$ cat src/hw/rtl/lifo_arena_allocator_top_defines.svh
// Assertion macros for the LIFO arena allocator.
// Included by the top level; no other dependencies.
`ifndef LIFO_ARENA_ALLOCATOR_TOP_DEFINES_SVH
`define LIFO_ARENA_ALLOCATOR_TOP_DEFINES_SVH
`ifndef ASSERT_OFF
`define LAA_ASSERT_NOW(lbl, clk, rst_n, ante, cons) \
	lbl: assert property (@(posedge clk) disable iff (!rst_n) (ante) |-> (cons)) \
	else $error("laa assertion failed");
`define LAA_ASSERT_NEXT(lbl, clk, rst_n, ante, cons) \
	lbl: assert property (@(posedge clk) disable iff (!rst_n) (ante) |=> (cons)) \
	else $error("laa assertion failed");
`else
`define LAA_ASSERT_NOW(lbl, clk, rst_n, ante, cons)
`define LAA_ASSERT_NEXT(lbl, clk, rst_n, ante, cons)
`endif
`endif

$ cat src/hw/rtl/laa_pkg.sv
// Shared types and codes for the LIFO arena allocator.
// No dependencies; used by laa_step and the top level.
`timescale 1ns / 1ps
package laa_pkg;

	localparam int ARENA_MAX    = 65536;
	localparam int RECORD_DEPTH = 32;

	localparam int TOP_W  = 17;
	localparam int CNT_W  = 6;
	localparam int SIZE_W = 24;
	localparam int TOT_W  = 32;
	localparam int OFS_W  = 16;
	localparam int CFG_W  = 17;
	localparam int IDX_W  = 1;

	localparam logic [2:0] ST_ARENA   = 3'd0;
	localparam logic [2:0] ST_SPILLED = 3'd1;
	localparam logic [2:0] ST_FULL    = 3'd2;
	localparam logic [2:0] ST_NULLBLK = 3'd3;
	localparam logic [2:0] ST_FREED   = 3'd4;
	localparam logic [2:0] ST_IGNORED = 3'd5;
	localparam logic [2:0] ST_UNDER   = 3'd6;

	localparam logic KIND_ALLOC = 1'b0;
	localparam logic KIND_FREE  = 1'b1;

	localparam logic [IDX_W-1:0] REG_ARENA_BYTES  = 1'd0;
	localparam logic [IDX_W-1:0] REG_RECORD_LIMIT = 1'd1;

	typedef struct packed {
		logic              kind;
		logic [SIZE_W-1:0] request_size;
		logic              release_nonnull;
	} laa_item_t;

	typedef struct packed {
		logic [2:0]        status;
		logic [OFS_W-1:0]  block_offset;
		logic [SIZE_W-1:0] recorded_size;
		logic [TOT_W-1:0]  bytes_in_use;
		logic [TOT_W-1:0]  peak_bytes;
		logic [CNT_W-1:0]  records_held;
	} laa_result_t;

	typedef struct packed {
		logic [TOP_W-1:0] top;
		logic [CNT_W-1:0] count;
		logic [TOT_W-1:0] total;
		logic [TOT_W-1:0] peak;
	} laa_state_t;

	typedef struct packed {
		logic              spilled;
		logic [SIZE_W-1:0] size;
	} laa_rec_t;

endpackage

$ cat src/hw/rtl/laa_ram.sv
// Generic single-write, single-read RAM with registered read data.
// No dependencies.
`timescale 1ns / 1ps
module laa_ram #(
	parameter int WIDTH = 25,
	parameter int DEPTH = 32
) (
	input  logic                     clk,
	input  logic                     we,
	input  logic [$clog2(DEPTH)-1:0] waddr,
	input  logic [WIDTH-1:0]         wdata,
	input  logic                     re,
	input  logic [$clog2(DEPTH)-1:0] raddr,
	output logic [WIDTH-1:0]         rdata
);

	logic [WIDTH-1:0] mem [DEPTH];

	always_ff @(posedge clk) begin
		if (we) begin
			mem[waddr] <= wdata;
		end
		if (re) begin
			rdata <= mem[raddr];
		end
	end

endmodule

$ cat src/hw/rtl/laa_step.sv
// Single-pass allocate/free logic: next state, result and record write.
// Depends on laa_pkg.
`timescale 1ns / 1ps
module laa_step #(
	parameter int MAX_ALIGN    = 16
) (
	input  laa_pkg::laa_state_t            state,
	input  laa_pkg::laa_item_t             item,
	input  logic [laa_pkg::CFG_W-1:0]      arena_cfg,
	input  logic [laa_pkg::CNT_W-1:0]      limit_cfg,
	input  laa_pkg::laa_rec_t              rec_top,
	output laa_pkg::laa_state_t            state_next,
	output laa_pkg::laa_result_t           result,
	output logic                           rec_we,
	output laa_pkg::laa_rec_t              rec_wdata
);
	import laa_pkg::*;

	localparam int AL_W = $clog2(MAX_ALIGN) + 1;

	logic [TOP_W-1:0]  arena;
	logic [CNT_W-1:0]  limit;
	logic              full;
	logic [TOP_W-1:0]  avail;
	logic [TOP_W-1:0]  room;
	logic              spill;
	logic [AL_W-1:0]   align;
	logic [TOP_W-1:0]  amask;
	logic [TOP_W-1:0]  aligned;
	logic [TOP_W-1:0]  pad;
	logic [SIZE_W:0]   padded;
	logic              fits;
	logic [SIZE_W-1:0] recorded;
	logic [TOT_W:0]    tsum;
	logic [TOT_W-1:0]  tadd;

	always_comb begin
		arena = ({15'd0, arena_cfg} > 32'(ARENA_MAX)) ? TOP_W'(ARENA_MAX) : arena_cfg;
		limit = ({26'd0, limit_cfg} > 32'(RECORD_DEPTH)) ? CNT_W'(RECORD_DEPTH) : limit_cfg;
		full  = state.count >= limit;
		avail = (state.top < arena) ? arena - state.top : '0;
		room  = avail & ~TOP_W'(MAX_ALIGN - 1);
		spill = item.request_size > SIZE_W'(room);

		// smallest power of two covering the size, capped at MAX_ALIGN
		if (item.request_size >= SIZE_W'(MAX_ALIGN)) begin
			align = AL_W'(MAX_ALIGN);
		end else begin
			align = AL_W'(1);
			for (int i = 0; i < AL_W - 1; i++) begin
				if ((SIZE_W'(1) << i) < item.request_size) begin
					align = AL_W'(1) << (i + 1);
				end
			end
		end
		amask   = TOP_W'(align) - TOP_W'(1);
		aligned = (state.top + amask) & ~amask;
		pad     = aligned - state.top;
		padded  = {1'b0, item.request_size} + (SIZE_W+1)'(pad);
		fits    = padded <= (SIZE_W+1)'(avail);

		if (spill || !fits) begin
			recorded = item.request_size;
		end else begin
			recorded = padded[SIZE_W-1:0];
		end
		tsum = {1'b0, state.total} + (TOT_W+1)'(recorded);
		tadd = tsum[TOT_W] ? '1 : tsum[TOT_W-1:0];

		state_next = state;
		result     = '0;
		rec_we     = 1'b0;
		rec_wdata  = '{spilled: spill, size: recorded};

		if (item.kind == KIND_ALLOC) begin
			if (full) begin
				result.status = ST_FULL;
			end else begin
				rec_we               = 1'b1;
				result.recorded_size = recorded;
				state_next.count     = state.count + CNT_W'(1);
				state_next.total     = tadd;
				state_next.peak      = (tadd > state.peak) ? tadd : state.peak;
				if (spill) begin
					result.status = ST_SPILLED;
				end else begin
					state_next.top = state.top + recorded[TOP_W-1:0];
					if (fits) begin
						result.status       = ST_ARENA;
						result.block_offset = aligned[OFS_W-1:0];
					end else begin
						result.status = ST_NULLBLK;
					end
				end
			end
		end else if (!item.release_nonnull) begin
			result.status = ST_IGNORED;
		end else if (state.count == '0) begin
			result.status = ST_UNDER;
		end else begin
			result.status        = ST_FREED;
			result.recorded_size = rec_top.size;
			state_next.count     = state.count - CNT_W'(1);
			if (!rec_top.spilled) begin
				state_next.top = (SIZE_W'(state.top) >= rec_top.size)
					? state.top - rec_top.size[TOP_W-1:0] : '0;
			end
			state_next.total = (state.total >= TOT_W'(rec_top.size))
				? state.total - TOT_W'(rec_top.size) : '0;
		end

		result.bytes_in_use = state_next.total;
		result.peak_bytes   = state_next.peak;
		result.records_held = state_next.count;
	end

endmodule

$ cat src/hw/rtl/lifo_arena_allocator_top.sv
// LIFO arena allocator top level: input stage, record RAM, result register.
// Depends on laa_pkg, laa_step, laa_ram and lifo_arena_allocator_top_defines.svh.
//
//   channel   direction  handshake            payload
//   in        sink       in_valid/in_ready    kind, request_size, release_nonnull
//   out       source     out_valid/out_ready  status .. records_held
//   cfg       sink       cfg_we               cfg_index, cfg_wdata
//
// One request per cycle sustained while out_ready holds; a result passes the input stage, then the result register.
// The record RAM is read at acceptance, so the address comes from the state the
// staged request leaves; a same-cycle push to that slot is forwarded.
// Reset clears pointers, counters and valids; record contents are left as is.
// A stalled result holds the staged request; the input side accepts while a
// result waits so long as the input stage is free.
`timescale 1ns / 1ps
`include "lifo_arena_allocator_top_defines.svh"
module lifo_arena_allocator_top #(
	parameter int MAX_ALIGN    = 16
) (
	input  logic                        clk,
	input  logic                        arst_n,
	input  logic                        in_valid,
	output logic                        in_ready,
	input  logic                        kind,
	input  logic [laa_pkg::SIZE_W-1:0]  request_size,
	input  logic                        release_nonnull,
	output logic                        out_valid,
	input  logic                        out_ready,
	output logic [2:0]                  status,
	output logic [laa_pkg::OFS_W-1:0]   block_offset,
	output logic [laa_pkg::SIZE_W-1:0]  recorded_size,
	output logic [laa_pkg::TOT_W-1:0]   bytes_in_use,
	output logic [laa_pkg::TOT_W-1:0]   peak_bytes,
	output logic [laa_pkg::CNT_W-1:0]   records_held,
	input  logic                        cfg_we,
	input  logic [laa_pkg::IDX_W-1:0]   cfg_index,
	input  logic [laa_pkg::CFG_W-1:0]   cfg_wdata
);
	import laa_pkg::*;

	localparam int AW    = $clog2(RECORD_DEPTH);
	localparam int REC_W = SIZE_W + 1;

	logic [CFG_W-1:0] arena_cfg_q;
	logic [CNT_W-1:0] limit_cfg_q;
	laa_state_t       state_q;
	logic             valid_s1;
	laa_item_t        item_s1;
	logic             byp_s1;
	laa_rec_t         byp_rec_s1;
	logic             valid_s2;
	laa_result_t      res_s2;

	laa_state_t       state_next;
	laa_result_t      result;
	logic             rec_we;
	laa_rec_t         rec_wdata;
	laa_rec_t         rec_top;
	logic [REC_W-1:0] ram_rdata;
	logic             fire_s1;
	logic             accept;
	logic             wr_en;
	logic [AW-1:0]    waddr;
	logic [AW-1:0]    raddr;
	logic [CNT_W-1:0] cnt_after;

	assign fire_s1  = valid_s1 && (!valid_s2 || out_ready);
	assign in_ready = !valid_s1 || fire_s1;
	assign accept   = in_valid && in_ready;
	assign wr_en    = fire_s1 && rec_we;
	assign waddr    = AW'(state_q.count);

	// top record slot as seen after the staged request retires
	always_comb begin
		cnt_after = fire_s1 ? state_next.count : state_q.count;
		raddr     = (cnt_after == '0) ? '0 : AW'(cnt_after - CNT_W'(1));
		rec_top   = byp_s1 ? byp_rec_s1 : laa_rec_t'(ram_rdata);
	end

	laa_ram #(
		.WIDTH (REC_W),
		.DEPTH (RECORD_DEPTH)
	) u_rec_ram (
		.clk   (clk),
		.we    (wr_en),
		.waddr (waddr),
		.wdata (REC_W'(rec_wdata)),
		.re    (accept),
		.raddr (raddr),
		.rdata (ram_rdata)
	);

	laa_step #(
		.MAX_ALIGN    (MAX_ALIGN)
	) u_step (
		.state      (state_q),
		.item       (item_s1),
		.arena_cfg  (arena_cfg_q),
		.limit_cfg  (limit_cfg_q),
		.rec_top    (rec_top),
		.state_next (state_next),
		.result     (result),
		.rec_we     (rec_we),
		.rec_wdata  (rec_wdata)
	);

	always_ff @(posedge clk or negedge arst_n) begin
		if (!arst_n) begin
			arena_cfg_q <= CFG_W'(65536);
			limit_cfg_q <= CNT_W'(32);
		end else if (cfg_we) begin
			unique case (cfg_index)
				REG_ARENA_BYTES:  arena_cfg_q <= cfg_wdata;
				REG_RECORD_LIMIT: limit_cfg_q <= cfg_wdata[CNT_W-1:0];
				default: ;
			endcase
		end
	end

	always_ff @(posedge clk or negedge arst_n) begin
		if (!arst_n) begin
			state_q  <= '0;
			valid_s1 <= 1'b0;
			valid_s2 <= 1'b0;
		end else begin
			if (fire_s1) begin
				state_q <= state_next;
			end
			if (accept) begin
				valid_s1 <= 1'b1;
			end else if (fire_s1) begin
				valid_s1 <= 1'b0;
			end
			if (fire_s1) begin
				valid_s2 <= 1'b1;
			end else if (out_ready) begin
				valid_s2 <= 1'b0;
			end
		end
	end

	always_ff @(posedge clk) begin
		if (accept) begin
			item_s1    <= '{kind: kind, request_size: request_size,
				release_nonnull: release_nonnull};
			byp_s1     <= wr_en && (waddr == raddr);
			byp_rec_s1 <= rec_wdata;
		end
		if (fire_s1) begin
			res_s2 <= result;
		end
	end

	assign out_valid     = valid_s2;
	assign status        = res_s2.status;
	assign block_offset  = res_s2.block_offset;
	assign recorded_size = res_s2.recorded_size;
	assign bytes_in_use  = res_s2.bytes_in_use;
	assign peak_bytes    = res_s2.peak_bytes;
	assign records_held  = res_s2.records_held;

	`LAA_ASSERT_NOW(a_peak_covers_total, clk, arst_n, 1'b1, state_q.peak >= state_q.total)
	`LAA_ASSERT_NOW(a_count_in_depth, clk, arst_n, 1'b1, 32'(state_q.count) <= 32'(RECORD_DEPTH))
	`LAA_ASSERT_NEXT(a_fire_gives_result, clk, arst_n, fire_s1, valid_s2)

endmodule
$ cat config.mk
export PLATFORM = sky130hd
export DESIGN_NAME = lifo_arena_allocator_top
export DESIGN_NICKNAME = d
export VERILOG_FILES = /design/src/hw/rtl/laa_pkg.sv /design/src/hw/rtl/laa_ram.sv /design/src/hw/rtl/laa_step.sv /design/src/hw/rtl/lifo_arena_allocator_top.sv
export VERILOG_INCLUDE_DIRS = /design/src /design/src/hw/rtl
export SDC_FILE = /design/constraint.sdc
export NUM_CORES = 2
export LEC_CHECK = 0
export ABC_AREA = 1
export ABC_CLOCK_PERIOD_IN_PS = 12580
export BUFFER_PORTS_ARGS = -buffer_cell sky130_fd_sc_hd__buf_2
export CORE_UTILIZATION = 23
export DETAILED_ROUTE_END_ITERATION = 8
export HOLD_SLACK_MARGIN = 0.08
export SLEW_MARGIN = 15
export SYNTH_ARGS = -nofsm -noshare
export SYNTH_HDL_FRONTEND = slang
export SYNTH_SLANG_ARGS = --single-unit
$ cat constraint.sdc
create_clock -name clk -period 12.58 [get_ports clk]
set_input_delay 1.258 -clock clk [delete_from_list [all_inputs] [get_ports clk]]
set_output_delay 1.258 -clock clk [all_outputs]
set_load 0.03 [all_outputs]
# Yosys cells after proc, flatten, opt, wreduce, memory -nomap -nowiden
# Memories as Yosys holds them, arrays and structs flattened. A register that Yosys moved wholly into a read port is not among the register bits.
# Cells that the tools add are included.
# Widths: inputs -> output; s select.
# word_totals
register_bits,277
ramBits,800
in_bits,49
out_inout_bits,115
word_cells,116
n_memories,1
# memory_table
memory,words,word_bits,read_ports,rd_ports_with_merged_regs,wr,line_no,rtl
u_rec_ram.mem,32,25,1,1,1,laa_ram.sv:17,logic [WIDTH-1:0] mem [DEPTH];
# classes
addsub,12
n_lt_le_gt_ge,14
n_eq_ne,6
n_mux,41
bitwise,4
reduce_logical,18
# op_table
operator,count
$mux 55,3
$mux 32,4
$mux 24,5
$mux 87,1
$mux 17,5
$sub 17x17->17,3
$add 17x17->17,2
$add 32x24->33,1
$ge 32x24->1,1
$gt 32x32->1,1
$sub 32x24->32,1
$add 24x17->25,1
$le 25x17->1,1
$mux 25,1
$ge 17x24->1,1
$ge 24x5->1 const B,1
$gt 24x17->1,1
$lt 1x24->1 const A,1
$lt 2x24->1 const A,1
$lt 3x24->1 const A,1
$lt 4x24->1 const A,1
$and 17x17->17,1
$gt 17x17->1 const B,1
$lt 17x17->1,1
24 further kinds,55

# Logic depth before layout (Yosys ltp)
# depth
word_depth,26
mapped_depth,78
ltp_nobuf,75

# By module
# A second synthesis with hierarchy kept.
# unflattened
hier_cells,5945
area_unflattened_um2,57169.8
# by_module_without_submodules
mod,instances,cells_each,area_per_inst_um2,seq_area_each_um2
laa_ram,1,2774,33432.1,24773.8
laa_step,1,2471,13872.1,0.0
lifo_arena_allocator_top,1,700,9865.7,7759.9

# Worst setup path after synthesis
# No wires, ideal clock.
# synth_path
kind,flip-flop to flip-flop
startpoint,register item_s1[23] (netlist bit)
endpoint,"register res_s2, in the netlist peak_bytes[12], data pin"
setup_ns,0.258
arrival_time_ns,11.065
required_time_ns,12.322
path_slack_ns,1.257
path_stages_with_launch,71
synth_period_minus_slack_ns,11.323
cell_sequence,edfxtp_1 -> inv_1 -> nand4_1 -> nor2_1 -> nand2_1 -> nor2_2 -> nand3_2 -> ha_1 -> or2_1 -> nand2_1 -> ha_1 -> nand3_1 -> nand3_1 -> nand2_1 -> nand3_1 -> inv_1 -> o21ai_1 -> nand2_1 -> [35 not listed] -> nand3_1 -> nand2_1 -> a21oi_1 -> clkbuf_1 -> nand3_1 -> ha_1 -> nand2_1 -> inv_1 -> nand3_1 -> or3_1 -> nor4b_1 -> a31oi_1 -> nand2_1 -> clkbuf_1 -> clkbuf_1 -> nand2_1 -> o21ai_0 -> inv_1
# synth_lines
element,line_no,rtl
from (decl),lifo_arena_allocator_top.sv:48,laa_item_t item_s1;
from (signal assigned),lifo_arena_allocator_top.sv:144,"item_s1 <= '{kind: kind, request_size: request_size,"
to (signal assigned),lifo_arena_allocator_top.sv:150,res_s2 <= result;
to (decl),lifo_arena_allocator_top.sv:52,laa_result_t res_s2;

==> summary.md <==
| Metric | Value |
|---|---|
| Setup-failing EPs final | 0 |
| FF-to-FF End | state_q[27] |
| Critical R2R Launch | item_s1[2] |
| Via density | 4.64 |
| Largest stage delay, worst path | 520 ps |
| Placed inst area | 63200 um2 |
| Crit. End Element | register |
| Max_cap viols | 0 |
| Pre-antenna DRT Iters | 6 |
| DP Wirelength | 130000 um |
| Warnings, synthesis | 0 |
| Die X | 506 um |
| Clk_skew | 69.4 ps |
| Post-synth design cell area | 58400 um2 |
| Final Non-Filler Cells | 9839 |
| Pwr dens | 289 nW/um2 |
| Crit Path Max Fanout | 21 |
| Ys async rst share | 10.2% |
| Sequential element share of the synthesized area | 55.7% |
| Total die area | 256000 um2 |
| FMAX | 0.0846 GHz |
| Clk Tree Root Cell | clkbuf_16 |
| CP endpoint | state_q[27] |
| EDFF count, synth | 990 |
| CTS tree | done |
| Least-Margin Pin Slew | 1210 ps |
| Max VDD drop | 0.000228 V |
| Clk Latency, worst-skew pair | 760 ps |
| First-pass GRT wire length | 284000 um |
| Flop2flop setup slack | 760 ps |
| FF+latch count, synth | 1102 |
| Number of port buffers | 163 |
| Vias in the first global route | 42400 |
| Layout area overhead | 15.2% |
| Layout cells sized above 1 | 9.37% |
| CTS buffer count | 117 |
| Final ANT Viol Nets | 0 |
| Endpoints failing hold | 0 |
| Worst Setup Start Kind | register |
| Detailed Route WL | 194000 um |
| Global router's overall resource usage | 14.6% |
| Pin count of the biggest net entering global routing | 145 |
| WP data required | 13230 ps |
| Final Cell Area | 67300 um2 |
| H-tree depth | 3 |
| Most frequent CP cell | nand2_1 |
| Hold_ws | 487 ps |
| Placer Congestion | 0.958 |
| Synthesized instance count | 6259 |
| Most common cell after layout, fill and taps aside | nand2_1 |
| Initial core utilization | 23.2% |
| Worst setup path startpoint | item_s1[2] |
| Tot Pwr | 19.4 mW |
| Syn_area_per_cell | 9.33 um2 |
| Num Clock Sinks | 1102 |
| Fin. max-slew vios | 0 |
| Placed cell count | 9602 |
| Via count of the routed design | 45700 |
| Top FF cell, synth | edfxtp_1 |
| # IOs | 164 |
| Drt drc | 0 |
| Kind of critical path | register to register |
| Core Area | 252000 um2 |
| Initial antenna violation count | 14 |
| Row count | 184 |
| # nets final | 6650 |
| GRT overflow | 0 |
| Worst Path Arrival | 12480 ps |
| Leakage | 27.2 nW |
| Status | finished clean |
| Worst-case clock buffer depth | 3 |
| Worst-path clk slew | 60 ps |
| Crit path max-delay cell type | edfxtp_1 |
| Clock period minus final worst setup slack | 11820 ps |
| WL/cell | 19.7 um |
| Iter 0 DRT Violations | 4907 |
| Most frequent cells in the layout | nand2_1 (1390), edfxtp_1 (990), nand3_1 (806), inv_1 (681), nor2_1 (549) |
| Slew margin rel. | 19.3% |
| Die Y-Extent | 506 um |
| # fillers | 26600 |
| R2R cell count | 66 |
| Worst Hold Class | register to register |
| Count of different cell masters after synthesis | 63 |
| Final Cycle Share | 94.0% |
## critical path: cells and delay by family (launching register included)
| kind | cells | cell delay (ps) |
|---|---|---|
| xor+xnor | 2 | 610 |
| fa+ha+maj | 6 | 1860 |
| simple gates | 33 | 4660 |
| flops | 1 | 520 |
| compound gates | 14 | 2460 |
| buf+inv | 11 | 1530 |
## cell type report
cell class                      count  area (um2)  share of cell area, %
Sequential cell                  1102       32500                   48.3
Antenna cell                        3        7.51                 0.0112
Clock inverter                     80         801                   1.19
Timing Repair Buffer              283        1760                   2.61
Inverter                          701        2650                   3.94
Multi-Input combinational cell   4183       22300                   33.1
Tap cell                         3348        4190                   6.22
Clock buffer                      139        3060                   4.55
## synth_stat cells (4+ instances only)
cell | instances | area (um2)
nand2_1 | 1393 | 5230
edfxtp_1 | 990 | 29700
nand3_1 | 808 | 4040
inv_1 | 689 | 2590
nor2_1 | 583 | 2190
nand3b_1 | 331 | 2480
o21ai_0 | 233 | 1170
ha_1 | 205 | 2560
a21oi_1 | 196 | 981
buf_2 | 137 | 686
dfrtp_1 | 110 | 2750
clkbuf_1 | 95 | 357
xor2_1 | 61 | 534
nand4_1 | 54 | 338
or2_2 | 45 | 282
xnor2_1 | 34 | 298
nor3_1 | 32 | 160
buf_4 | 24 | 180
mux2i_1 | 23 | 230
buf_1 | 20 | 75.1
o22ai_1 | 17 | 106
nor4_1 | 14 | 87.6
o211ai_1 | 14 | 105
a22oi_1 | 13 | 97.6
a31oi_1 | 13 | 81.3
a21o_1 | 11 | 82.6
o21ai_1 | 10 | 50.1
o21bai_1 | 10 | 75.1
buf_6 | 8 | 90.1
fa_1 | 8 | 160
inv_2 | 8 | 30.0
and2_1 | 6 | 37.5
nand2_2 | 6 | 37.5
a211oi_1 | 5 | 37.5
nor2_2 | 5 | 31.3
o21a_1 | 5 | 37.5
a21boi_0 | 4 | 30.0
clkinv_1 | 4 | 15.0
## registers in the layout, indices dropped and copies added (netlist names)
signal           count
arena_cfg_q         17
limit_cfg_q          6
byp_rec_s1          25
block_offset        16
bytes_in_use        32
records_held         6
item_s1             26
state_q             87
valid_s1             1
out_valid            1
byp_s1               1
peak_bytes          32
u_rec_ram.rdata     25
u_rec_ram.mem      800
status               3
recorded_size       24
## stage by stage
stage | worst slack, ps | util [%] | setup TNS (ps)
4_1_cts | 228 | 26.6 | 0
5_1_grt | -115 | 26.7 | -1410
6_report | 758 | 26.7 | 0
3_5_place_dp | 279 | 25.1 | 0
2_1_floorplan | 1260 | - | 0
3_3_place_gp | 380 | 25.1 | 0
## power by group
group | internal, mW | switching, mW
Sequential | 4.47 | 0.332
Combinational | 3.24 | 7.88
Clock | 2.01 | 1.50
Total | 9.72 | 9.71
## how the worst min path moves through the flow
stage,startpoint,end,slack (ps),cells past startpoint
floorplan,arena_cfg_q[3],arena_cfg_q[3],450,2
global placement,state_q[22],state_q[22],470,2
detailed placement,arena_cfg_q[5],arena_cfg_q[5],480,2
CTS,arena_cfg_q[3],arena_cfg_q[3],490,2
global route,arena_cfg_q[3],arena_cfg_q[3],500,2
finish,state_q[16],state_q[16],490,2
## timing repair
item	CTS	global route
setup buffers	0	14
hold buffers	0	0
endpoints found under the setup margin	0	64
gates resized for setup	0	31
## kinds of logic after synthesis
logic type | count (synthesis) | synth area share [%]
multiplexers | 24 | 0.413
adder cells (fa/ha/maj) | 213 | 4.67
AO/OA/AOI/OAI | 547 | 5.12
AND/OR/NAND/NOR | 3290 | 25.7
flip-flops | 1102 | 55.7
other | 1 | 0.00642
XOR/XNOR | 96 | 1.45
buffers and inverters | 986 | 6.89
## routing by layer
layer | GRT usage [%] | part of all wire, % | up-vias
met5 | 0 | 0.036 | -
met4 | 3.65 | 2.6 | 10
met3 | 2.26 | 7.2 | 287
met2 | 23.7 | 46 | 1808
met1 | 20.3 | 44 | 22100
li1 | - | - | 21400
(Power assumes the default switching activity.)
